[src/sswq_pkg.sv]
// ----------------------------------------------------------------------------
// Sorted sleep/wake queue package
// Shared types, result kinds and controller/datapath interface structs.
// ----------------------------------------------------------------------------
package sswq_pkg;

    localparam int SLOTS_DEF   = 16;  // default store depth
    localparam int MAX_RESULTS = 16;  // most threads woken by one tick
    localparam int WOKE_W      = $clog2(MAX_RESULTS + 1);
    localparam int TICK_W      = 63;
    localparam int WAKE_W      = 64;
    localparam int THR_W       = 8;
    localparam int PRI_W       = 6;
    localparam int DUR_W       = 32;
    localparam int IN_DATA_W   = 56;  // 52 bits of fields padded to bytes
    localparam int OUT_DATA_W  = 72;

    // Result kinds, as they appear on the output tuser.
    typedef enum logic [2:0] {
        KIND_ACCEPTED = 3'd0,
        KIND_IGNORED  = 3'd1,
        KIND_FULL     = 3'd2,
        KIND_WOKEN    = 3'd3,
        KIND_NONE     = 3'd4
    } t_kind;

    // Commands from the controller to the datapath.
    typedef struct packed {
        logic  load_in;   // capture the accepted input beat
        logic  compare;   // register the per-slot insert flags
        logic  insert;    // shift the store and write the new entry
        logic  tick_inc;  // advance the tick counter
        logic  pop;       // drop the head entry
        logic  emit;      // load the output register
        t_kind kind;
        logic  last;
    } t_cmd;

    // Status from the datapath to the controller.
    typedef struct packed {
        logic op_tick;
        logic dur_bad;
        logic full;
        logic head_due;
        logic second_due;
        logic out_free;
    } t_status;

endpackage

[src/sswq_dp.sv]
// ----------------------------------------------------------------------------
// Sorted sleep/wake queue datapath
// Tick counter, sorted entry store with shift insert/pop, and output register.
// ----------------------------------------------------------------------------
module sswq_dp #(
    parameter int SLOTS = sswq_pkg::SLOTS_DEF
) (
    input  logic                       i_clk,
    input  logic                       i_rst_n,
    input  sswq_pkg::t_cmd             i_cmd,
    output sswq_pkg::t_status          o_status,
    input  logic                       i_op,
    input  logic [sswq_pkg::THR_W-1:0] i_thr,
    input  logic [sswq_pkg::PRI_W-1:0] i_pri,
    input  logic [sswq_pkg::DUR_W-1:0] i_dur,
    input  logic [sswq_pkg::PRI_W-1:0] i_run,
    input  logic                       i_m_tready,
    output logic                       o_m_tvalid,
    output logic [2:0]                 o_kind,
    output logic [sswq_pkg::THR_W-1:0] o_woken,
    output logic                       o_yield,
    output logic [sswq_pkg::TICK_W-1:0] o_tick,
    output logic                       o_last
);

    localparam int CW = $clog2(SLOTS + 1);

    // Captured input beat.
    logic                        r_op;
    logic [sswq_pkg::THR_W-1:0]  r_thr_in;
    logic [sswq_pkg::PRI_W-1:0]  r_pri_in;
    logic [sswq_pkg::DUR_W-1:0]  r_dur;
    logic [sswq_pkg::PRI_W-1:0]  r_run;
    logic [sswq_pkg::WAKE_W-1:0] r_wake_new;

    logic [sswq_pkg::TICK_W-1:0] r_tick;
    logic [CW-1:0]               r_count;

    // Sorted store; slot 0 is the head.
    logic [sswq_pkg::WAKE_W-1:0] r_wake [SLOTS];
    logic [sswq_pkg::THR_W-1:0]  r_thr  [SLOTS];
    logic [sswq_pkg::PRI_W-1:0]  r_pri  [SLOTS];
    logic [SLOTS-1:0]            r_before;

    logic                        r_out_valid;
    logic [2:0]                  r_out_kind;
    logic [sswq_pkg::THR_W-1:0]  r_out_thr;
    logic                        r_out_yld;
    logic [sswq_pkg::TICK_W-1:0] r_out_tick;
    logic                        r_out_last;

    logic [sswq_pkg::WAKE_W-1:0] tick_ext;
    logic                        out_free;
    logic                        second_due;

    assign tick_ext = {1'b0, r_tick};
    assign out_free = !r_out_valid || i_m_tready;

    generate
        if (SLOTS > 1) begin : g_second
            assign second_due = (r_count > CW'(1)) && (r_wake[1] <= tick_ext);
        end else begin : g_no_second
            assign second_due = 1'b0;
        end
    endgenerate

    always_comb begin
        o_status.op_tick    = r_op;
        o_status.dur_bad    = (r_dur == '0) || r_dur[sswq_pkg::DUR_W-1];
        o_status.full       = (r_count == CW'(SLOTS));
        o_status.head_due   = (r_count != '0) && (r_wake[0] <= tick_ext);
        o_status.second_due = second_due;
        o_status.out_free   = out_free;
    end

    // Input capture. The wake tick is formed here so the compare step
    // sees a registered operand.
    always_ff @(posedge i_clk) begin
        if (i_cmd.load_in) begin
            r_op       <= i_op;
            r_thr_in   <= i_thr;
            r_pri_in   <= i_pri;
            r_dur      <= i_dur;
            r_run      <= i_run;
            r_wake_new <= tick_ext + {{(sswq_pkg::WAKE_W-sswq_pkg::DUR_W){1'b0}}, i_dur};
        end
    end

    always_ff @(posedge i_clk) begin
        if (!i_rst_n) begin
            r_tick  <= '0;
            r_count <= '0;
        end else begin
            if (i_cmd.tick_inc) begin
                r_tick <= r_tick + 1'b1;
            end
            if (i_cmd.insert) begin
                r_count <= r_count + 1'b1;
            end else if (i_cmd.pop) begin
                r_count <= r_count - 1'b1;
            end
        end
    end

    // Per-slot logic: every slot compares against the new entry; on insert the
    // slots from the insertion point on move one place back, on pop one place forward.
    generate
        for (genvar i = 0; i < SLOTS; i++) begin : g_slot
            localparam logic [CW-1:0] IDX = CW'(i);
            logic take_new;

            if (i == 0) begin : g_first
                assign take_new = 1'b1;
            end else begin : g_rest
                assign take_new = !r_before[i-1];
            end

            always_ff @(posedge i_clk) begin
                if (i_cmd.compare) begin
                    r_before[i] <= (IDX >= r_count) || (r_wake_new < r_wake[i]) ||
                                   ((r_wake_new == r_wake[i]) && (r_pri_in > r_pri[i]));
                end
            end

            always_ff @(posedge i_clk) begin
                if (i_cmd.insert && r_before[i]) begin
                    if (take_new) begin
                        r_wake[i] <= r_wake_new;
                        r_thr[i]  <= r_thr_in;
                        r_pri[i]  <= r_pri_in;
                    end else if (i > 0) begin
                        r_wake[i] <= r_wake[(i > 0) ? i-1 : 0];
                        r_thr[i]  <= r_thr[(i > 0) ? i-1 : 0];
                        r_pri[i]  <= r_pri[(i > 0) ? i-1 : 0];
                    end
                end else if (i_cmd.pop && (i < SLOTS - 1)) begin
                    r_wake[i] <= r_wake[(i < SLOTS - 1) ? i+1 : i];
                    r_thr[i]  <= r_thr[(i < SLOTS - 1) ? i+1 : i];
                    r_pri[i]  <= r_pri[(i < SLOTS - 1) ? i+1 : i];
                end
            end
        end
    endgenerate

    // Output register.
    always_ff @(posedge i_clk) begin
        if (!i_rst_n) begin
            r_out_valid <= 1'b0;
        end else if (i_cmd.emit) begin
            r_out_valid <= 1'b1;
        end else if (i_m_tready) begin
            r_out_valid <= 1'b0;
        end
    end

    always_ff @(posedge i_clk) begin
        if (i_cmd.emit) begin
            r_out_kind <= i_cmd.kind;
            r_out_tick <= r_tick;
            r_out_last <= i_cmd.last;
            if (i_cmd.kind == sswq_pkg::KIND_WOKEN) begin
                r_out_thr <= r_thr[0];
                r_out_yld <= (r_pri[0] > r_run);
            end else begin
                r_out_thr <= '0;
                r_out_yld <= 1'b0;
            end
        end
    end

    assign o_m_tvalid = r_out_valid;
    assign o_kind     = r_out_kind;
    assign o_woken    = r_out_thr;
    assign o_yield    = r_out_yld;
    assign o_tick     = r_out_tick;
    assign o_last     = r_out_last;

    a_count_range: assert property (@(posedge i_clk) disable iff (!i_rst_n)
        r_count <= CW'(SLOTS))
        else $error("entry count exceeds store depth");

    a_insert_room: assert property (@(posedge i_clk) disable iff (!i_rst_n)
        i_cmd.insert |-> (r_count < CW'(SLOTS)))
        else $error("insert into a full store");

    a_pop_due: assert property (@(posedge i_clk) disable iff (!i_rst_n)
        i_cmd.pop |-> (r_count != '0) && (r_wake[0] <= tick_ext))
        else $error("pop of an entry that is not due");

    a_emit_free: assert property (@(posedge i_clk) disable iff (!i_rst_n)
        i_cmd.emit |-> out_free)
        else $error("output register overwritten before it was taken");

endmodule

[src/sswq_ctrl.sv]
// ----------------------------------------------------------------------------
// Sorted sleep/wake queue controller
// Sequences decode, sorted insert and the wake loop of one item at a time.
// ----------------------------------------------------------------------------
module sswq_ctrl (
    input  logic              i_clk,
    input  logic              i_rst_n,
    input  logic              i_s_tvalid,
    output logic              o_s_tready,
    input  sswq_pkg::t_status i_status,
    output sswq_pkg::t_cmd    o_cmd
);

    typedef enum logic [2:0] {
        S_IDLE,
        S_DECODE,
        S_INSERT,
        S_REPORT,
        S_WAKE
    } t_state;

    t_state                      r_state, n_state;
    logic [sswq_pkg::WOKE_W-1:0] r_nwoke, n_nwoke;
    sswq_pkg::t_kind             r_report, n_report;

    always_comb begin
        n_state  = r_state;
        n_nwoke  = r_nwoke;
        n_report = r_report;
        o_cmd    = '0;
        o_cmd.kind = sswq_pkg::KIND_ACCEPTED;
        o_s_tready = 1'b0;
        case (r_state)
            S_IDLE: begin
                o_s_tready    = 1'b1;
                o_cmd.load_in = i_s_tvalid;
                if (i_s_tvalid) begin
                    n_state = S_DECODE;
                end
            end
            S_DECODE: begin
                if (i_status.op_tick) begin
                    o_cmd.tick_inc = 1'b1;
                    n_nwoke        = '0;
                    n_state        = S_WAKE;
                end else if (i_status.dur_bad) begin
                    n_report = sswq_pkg::KIND_IGNORED;
                    n_state  = S_REPORT;
                end else if (i_status.full) begin
                    n_report = sswq_pkg::KIND_FULL;
                    n_state  = S_REPORT;
                end else begin
                    o_cmd.compare = 1'b1;
                    n_state       = S_INSERT;
                end
            end
            S_INSERT: begin
                if (i_status.out_free) begin
                    o_cmd.insert = 1'b1;
                    o_cmd.emit   = 1'b1;
                    o_cmd.kind   = sswq_pkg::KIND_ACCEPTED;
                    o_cmd.last   = 1'b1;
                    n_state      = S_IDLE;
                end
            end
            S_REPORT: begin
                if (i_status.out_free) begin
                    o_cmd.emit = 1'b1;
                    o_cmd.kind = r_report;
                    o_cmd.last = 1'b1;
                    n_state    = S_IDLE;
                end
            end
            S_WAKE: begin
                if (i_status.out_free) begin
                    o_cmd.emit = 1'b1;
                    if (i_status.head_due) begin
                        o_cmd.pop  = 1'b1;
                        o_cmd.kind = sswq_pkg::KIND_WOKEN;
                        o_cmd.last = !i_status.second_due ||
                                     (r_nwoke == sswq_pkg::WOKE_W'(sswq_pkg::MAX_RESULTS - 1));
                        n_nwoke    = r_nwoke + 1'b1;
                    end else begin
                        // Only reached on the first pass: nothing was due.
                        o_cmd.kind = sswq_pkg::KIND_NONE;
                        o_cmd.last = 1'b1;
                    end
                    if (o_cmd.last) begin
                        n_state = S_IDLE;
                    end
                end
            end
            default: begin
                n_state = S_IDLE;
            end
        endcase
    end

    always_ff @(posedge i_clk) begin
        if (!i_rst_n) begin
            r_state  <= S_IDLE;
            r_nwoke  <= '0;
            r_report <= sswq_pkg::KIND_ACCEPTED;
        end else begin
            r_state  <= n_state;
            r_nwoke  <= n_nwoke;
            r_report <= n_report;
        end
    end

endmodule

[src/sorted_sleep_wake_queue.sv]
// ----------------------------------------------------------------------------
// Sorted sleep/wake queue
// Timer wakeup queue: sorted insert of sleeping threads, wake on tick.
// ----------------------------------------------------------------------------
// The block takes one input beat at a time. A sleep request (tuser 0) with a
// positive duration is stored by wake tick, ties going to the higher priority
// and then to the earlier arrival; it answers with one result beat of kind
// accepted, ignored (non-positive duration) or full. A tick (tuser 1) advances
// the 63-bit counter and answers with one woken beat per due thread, at most
// 16, the last one marked with tlast, or a single "nothing woken" beat.
// Timing: every input beat is accepted in the idle state and then decoded in
// the decode state, where a sleep request compares against every slot at
// once and a tick advances the counter. The insert, report or wake state
// then shift-inserts the new entry, reports an ignored or refused request,
// or pops the first woken thread. A tick then pops each further woken thread
// in turn in the wake state, since the store shifts by one slot per pop.
// While the output register still holds a beat that is not taken, the next
// result waits. The next input beat is taken the cycle after the last result
// enters the output register, while that result may still wait to be taken.
// Entries are never cleared, so no initialization pass follows reset.
// ----------------------------------------------------------------------------
module sorted_sleep_wake_queue #(
    parameter int SLOTS = sswq_pkg::SLOTS_DEF
) (
    input  logic                                i_clk,
    input  logic                                i_rst_n,
    input  logic                                s_axis_tvalid,
    output logic                                s_axis_tready,
    // [7:0] thread_id, [13:8] thread_priority, [45:14] sleep_duration,
    // [51:46] running_priority, [55:52] zero
    input  logic [sswq_pkg::IN_DATA_W-1:0]      s_axis_tdata,
    // [0] operation
    input  logic                                s_axis_tuser,
    output logic                                m_axis_tvalid,
    input  logic                                m_axis_tready,
    // [7:0] woken_thread, [8] yield_request, [71:9] tick_now
    output logic [sswq_pkg::OUT_DATA_W-1:0]     m_axis_tdata,
    // [2:0] kind
    output logic [2:0]                          m_axis_tuser,
    output logic                                m_axis_tlast
);

    sswq_pkg::t_cmd              cmd;
    sswq_pkg::t_status           status;
    logic [sswq_pkg::THR_W-1:0]  woken;
    logic                        yield_req;
    logic [sswq_pkg::TICK_W-1:0] tick_now;

    // Controller: owns the input handshake and the sequence of datapath steps.
    sswq_ctrl u_ctrl (
        .i_clk      (i_clk),
        .i_rst_n    (i_rst_n),
        .i_s_tvalid (s_axis_tvalid),
        .o_s_tready (s_axis_tready),
        .i_status   (status),
        .o_cmd      (cmd)
    );

    // Datapath: counter, sorted store and the output register that parts
    // the result side from the input side.
    sswq_dp #(
        .SLOTS (SLOTS)
    ) u_dp (
        .i_clk      (i_clk),
        .i_rst_n    (i_rst_n),
        .i_cmd      (cmd),
        .o_status   (status),
        .i_op       (s_axis_tuser),
        .i_thr      (s_axis_tdata[7:0]),
        .i_pri      (s_axis_tdata[13:8]),
        .i_dur      (s_axis_tdata[45:14]),
        .i_run      (s_axis_tdata[51:46]),
        .i_m_tready (m_axis_tready),
        .o_m_tvalid (m_axis_tvalid),
        .o_kind     (m_axis_tuser),
        .o_woken    (woken),
        .o_yield    (yield_req),
        .o_tick     (tick_now),
        .o_last     (m_axis_tlast)
    );

    assign m_axis_tdata = {tick_now, yield_req, woken};

endmodule

[config.mk]
export PLATFORM = sky130hd
export DESIGN_NAME = sorted_sleep_wake_queue
export DESIGN_NICKNAME = d
export VERILOG_FILES = /design/src/sswq_pkg.sv /design/src/sswq_dp.sv /design/src/sswq_ctrl.sv /design/src/sorted_sleep_wake_queue.sv
export SDC_FILE = /design/constraint.sdc
export NUM_CORES = 2
export LEC_CHECK = 0
export BUFFER_PORTS_ARGS = -buffer_cell sky130_fd_sc_hd__buf_4
export CORE_MARGIN = 4
export CORE_UTILIZATION = 50
export DETAILED_ROUTE_END_ITERATION = 6
export PLACE_DENSITY = 0.78
export SLEW_MARGIN = 10
export SYNTH_ARGS = -nofsm -noshare
export SYNTH_HDL_FRONTEND = slang
export SYNTH_HIERARCHICAL = 1
export SYNTH_SLANG_ARGS = --single-unit
[constraint.sdc]
create_clock -name i_clk -period 5 [get_ports i_clk]
set_input_delay 1 -clock i_clk [delete_from_list [all_inputs] [get_ports i_clk]]
set_output_delay 1 -clock i_clk [all_outputs]
set_load 0.005 [all_outputs]
==> out/qor.yml <==
floorplanning:
  initial_core_util: 0.503
  core_area_um2: 202000
  die_w_um: 459
  io_pins: 139
  num_rows: 165
  dieArea_um2: 211000
  die_y_um: 459
timing:
  tightest_slew_ns: 1.23
  period_needed_ns: 4.97
  rsz0062_at_grt: "false"
  max_freq_ghz: 0.201
  setup_viol: 0
  post-route-period-util: 0.994
  report.final.hold_viol_count: 0
  tns_ns: 0
  relSlewSlack: 0.169
  drv_slew: 0
  clock_skew_ns: 0.0421
place:
  dpl_cell_area_um2: 110000
  dp_hpwl_mm: 270
  port_buffers: 134
  gp_congestion: 0.978
run:
  max-cap-violations: 0
logic_synthesis:
  synth.avg_cell_area_um2: 9.66
  ys_async_sr_fraction: 0
  synth_seq_cells: 1536
  synth_edf_count: 1457
  synthDistinctLibCells: 82
  seq_area_frac_synth: 0.446
  synthTopCellsByCount: "nand2_1, edfxtp_1, ha_1"
  synthesis.instances: 10500
  yosysTopAreaCellShare: 0.430
  syn-num-nets: 11900
  synthTopCellsByArea: "edfxtp_1, ha_1, nand2_1"
  yosys.area.top_type: "edfxtp_1"
  yosys_warnings: 6
  synth_most_common_cell: "nand2_1"
  netlist_area_um2: 102000
  ys.flop_type: "edfxtp_1"
cts:
  post-cts-setup-buffer-count: 0
  clk_pin_slew_ns: 0.06
  h-tree-depth: 4
  cts_buffer_depth: 3
  cts_inserted_buffers: 171
  clk_latency_ns: 0.86
  cts_root_buffer: "clkbuf_16"
  ctsHoldBuffers: 0
  cts_tree: "yes"
  cts.sinks: 1536
  ctsResizeCount: 0
global_routing:
  antenna_found_initial: 22
  grt-ovfl-total: 0
  grt_pass1_vias: 84300
  grt_max_degree: 99
  track_usage: 0.334
  grt_pass1_wl_mm: 534
routing:
  detail_route.wl_per_cell_um: 26.6
  routed_wl_mm: 362
  avgViaCountPerCell: 6.41
  first_iter_violations: 12700
  via_count: 87200
  final_antenna_net_count: 0
  drc_errors: 3
  first_pass_iters: 7
final_layout:
  layout-drive-gt1-share: 0.0944
  n_fill_cell: 16900
  syn_to_final_growth_pct: 13.1
  nNetsFinal: 12100
  final_cell_area_um2: 115000
worst_setup_path:
  start_kind: "register"
  worst_setup_path_end_kind: "register"
  cp.required_ns: 5.59
  crit_type: "register to register"
  crit_fanout: 29
  worstPathArrival_ns: 5.56
power_and_ir_drop:
  ir_worst_vdd_mv: 0.458
  leakagePower_nw: 53.3
  p_per_area_nw_per_um2: 290
status:
  status: "complete, but fails checks"
  violations: "design-rule violations"
hold_path:
  holdCritPathClass: "input pin to register"
[layout by cell type, fill, tap and decap left out, drive strengths merged, types with 11 or more instances in the layout]
| master | Yosys | routed |
|---|---|---|
| bufinv | 0 | 13 |
| nand2 | 2276 | 2276 |
| nand2b | 22 | 22 |
| or3 | 15 | 15 |
| xnor2 | 97 | 97 |
| a22oi | 995 | 995 |
| nor2b | 76 | 76 |
| o211ai | 22 | 22 |
| nor4 | 42 | 42 |
| edfxtp | 1457 | 1457 |
| o21ai | 365 | 365 |
| o21a | 31 | 31 |
| nand3 | 54 | 54 |
| buf | 36 | 593 |
| or2 | 11 | 11 |
| a211oi | 29 | 29 |
| a31oi | 15 | 15 |
| a21o | 509 | 509 |
| a21boi | 41 | 41 |
| clkbuf | 476 | 222 |
| mux2 | 86 | 86 |
| nand4 | 306 | 306 |
| clkinv | 1 | 61 |
| xor2 | 17 | 17 |
| nor2 | 206 | 206 |
| and2 | 72 | 72 |
| inv | 1192 | 1204 |
| nor3 | 52 | 52 |
| a221o | 28 | 28 |
| ha | 1292 | 1292 |
| mux2i | 74 | 74 |
| dfxtp | 79 | 79 |
| and3 | 38 | 38 |
| a21oi | 380 | 380 |
| and4 | 26 | 26 |
| diode | 0 | 11 |
[critical path: stages (launching register included)]
cell and delay, ns:
dfxtp_1 0.46, inv_1 0.11, ha_1 0.33, a21oi_1 0.15, nor2b_1 0.06, o21ai_0 0.18, nand2b_1 0.08, a221oi_1 0.24
buf_4 0.15, o211ai_1 0.15, buf_4 0.23, a221o_2 0.46, a211oi_2 0.23, buf_4 0.23, and3_2 0.24, buf_12 0.18
buf_4 0.18, a21boi_4 0.23, buf_12 0.20, nor2_4 0.10, buf_12 0.21, nand2_1 0.12, nand2_1 0.07
[kinds of logic after synthesis]
kind of cell               Yosys count  share of synthesized area
AOI/OAI and AO/OA                 2499                      0.168
and+or+nand+nor                   3225                      0.138
xor gates and xnor gates           114                    0.00981
adders and majority gates         1293                      0.159
buffers and inverters             1705                     0.0634
DFF                               1536                      0.446
muxes                              160                     0.0168
[state kept, by name (all words and copies together) (netlist names)]
name,flops
u_ctrl/r_nwoke,5
u_ctrl/r_report,2
u_ctrl/r_state,3
u_dp/o_kind,3
u_dp/o_last,1
u_dp/o_m_tvalid,1
u_dp/o_tick,63
u_dp/o_woken,8
u_dp/o_yield,1
u_dp/r_before,16
u_dp/r_count,5
u_dp/r_dur,32
u_dp/r_op,1
u_dp/r_pri,96
u_dp/r_pri_in,6
u_dp/r_run,6
u_dp/r_thr,128
u_dp/r_thr_in,8
u_dp/r_tick,63
u_dp/r_wake,1024
u_dp/r_wake_new,64
[path summary, 6_finish.rpt]
path / from / end / slack [ns] / cells after the start
max: u_dp/r_tick[9]$_SDFFE_PN0P_ / u_dp/r_pri[0][22]$_DFFE_PP_ / 0.03 / 22
min: s_axis_tuser / u_dp/r_op$_DFFE_PP_ / 0.33 / 1
max reg2reg: u_dp/r_tick[9]$_SDFFE_PN0P_ / u_dp/r_pri[0][22]$_DFFE_PP_ / 0.03 / 22
min reg2reg: u_ctrl/r_report[0]$_SDFFE_PN0P_ / u_ctrl/r_report[0]$_SDFFE_PN0P_ / 0.49 / 2
[stage by stage]
stage | hold WS (ns) | utilization | worst slack (ns) | std cells | power [W]
3_5_place_dp | 0.479 | 0.541 | 0.207 | 13300 | 0.0207
5_1_grt | 0.301 | 0.568 | 0.00207 | 13600 | 0.0345
6_report | 0.327 | 0.569 | 0.0297 | 13600 | 0.0334
3_3_place_gp | 0.461 | 0.541 | 0.248 | 13300 | 0.0204
2_1_floorplan | 0.403 | - | 0.224 | 10500 | 0.0187
4_1_cts | 0.269 | 0.568 | 0.187 | 13600 | 0.0333
[layout make-up]
cell class,instances,area [µm²],area share
Multi-Input combinational cell,7291,50500,0.439
Sequential cell,1536,45300,0.394
Timing Repair Buffer,593,5870,0.0510
Clock buffer,222,4570,0.0398
Inverter,1193,4480,0.0389
Tap cell,2672,3340,0.0291
Clock inverter,92,901,0.00783
Antenna cell,11,27.5,0.000239
[where the power goes]
group / internal [W] / switching [W]
Sequential: 0.0148 / 0.000573
Clock: 0.00715 / 0.00562
Combinational: 0.00199 / 0.00322
[per-layer routing]
layer / global-route usage / vias to the layer above / share of wire / wire length (µm)
li1: - / 38400 / - / -
met5: 0 / - / 0.00027 / 98
met4: 0.206 / 14 / 0.071 / 25500
met1: 0.445 / 42100 / 0.38 / 139000
met3: 0.0776 / 959 / 0.12 / 44100
met2: 0.492 / 5767 / 0.42 / 153000
Power figures use the tool's default switching activity.
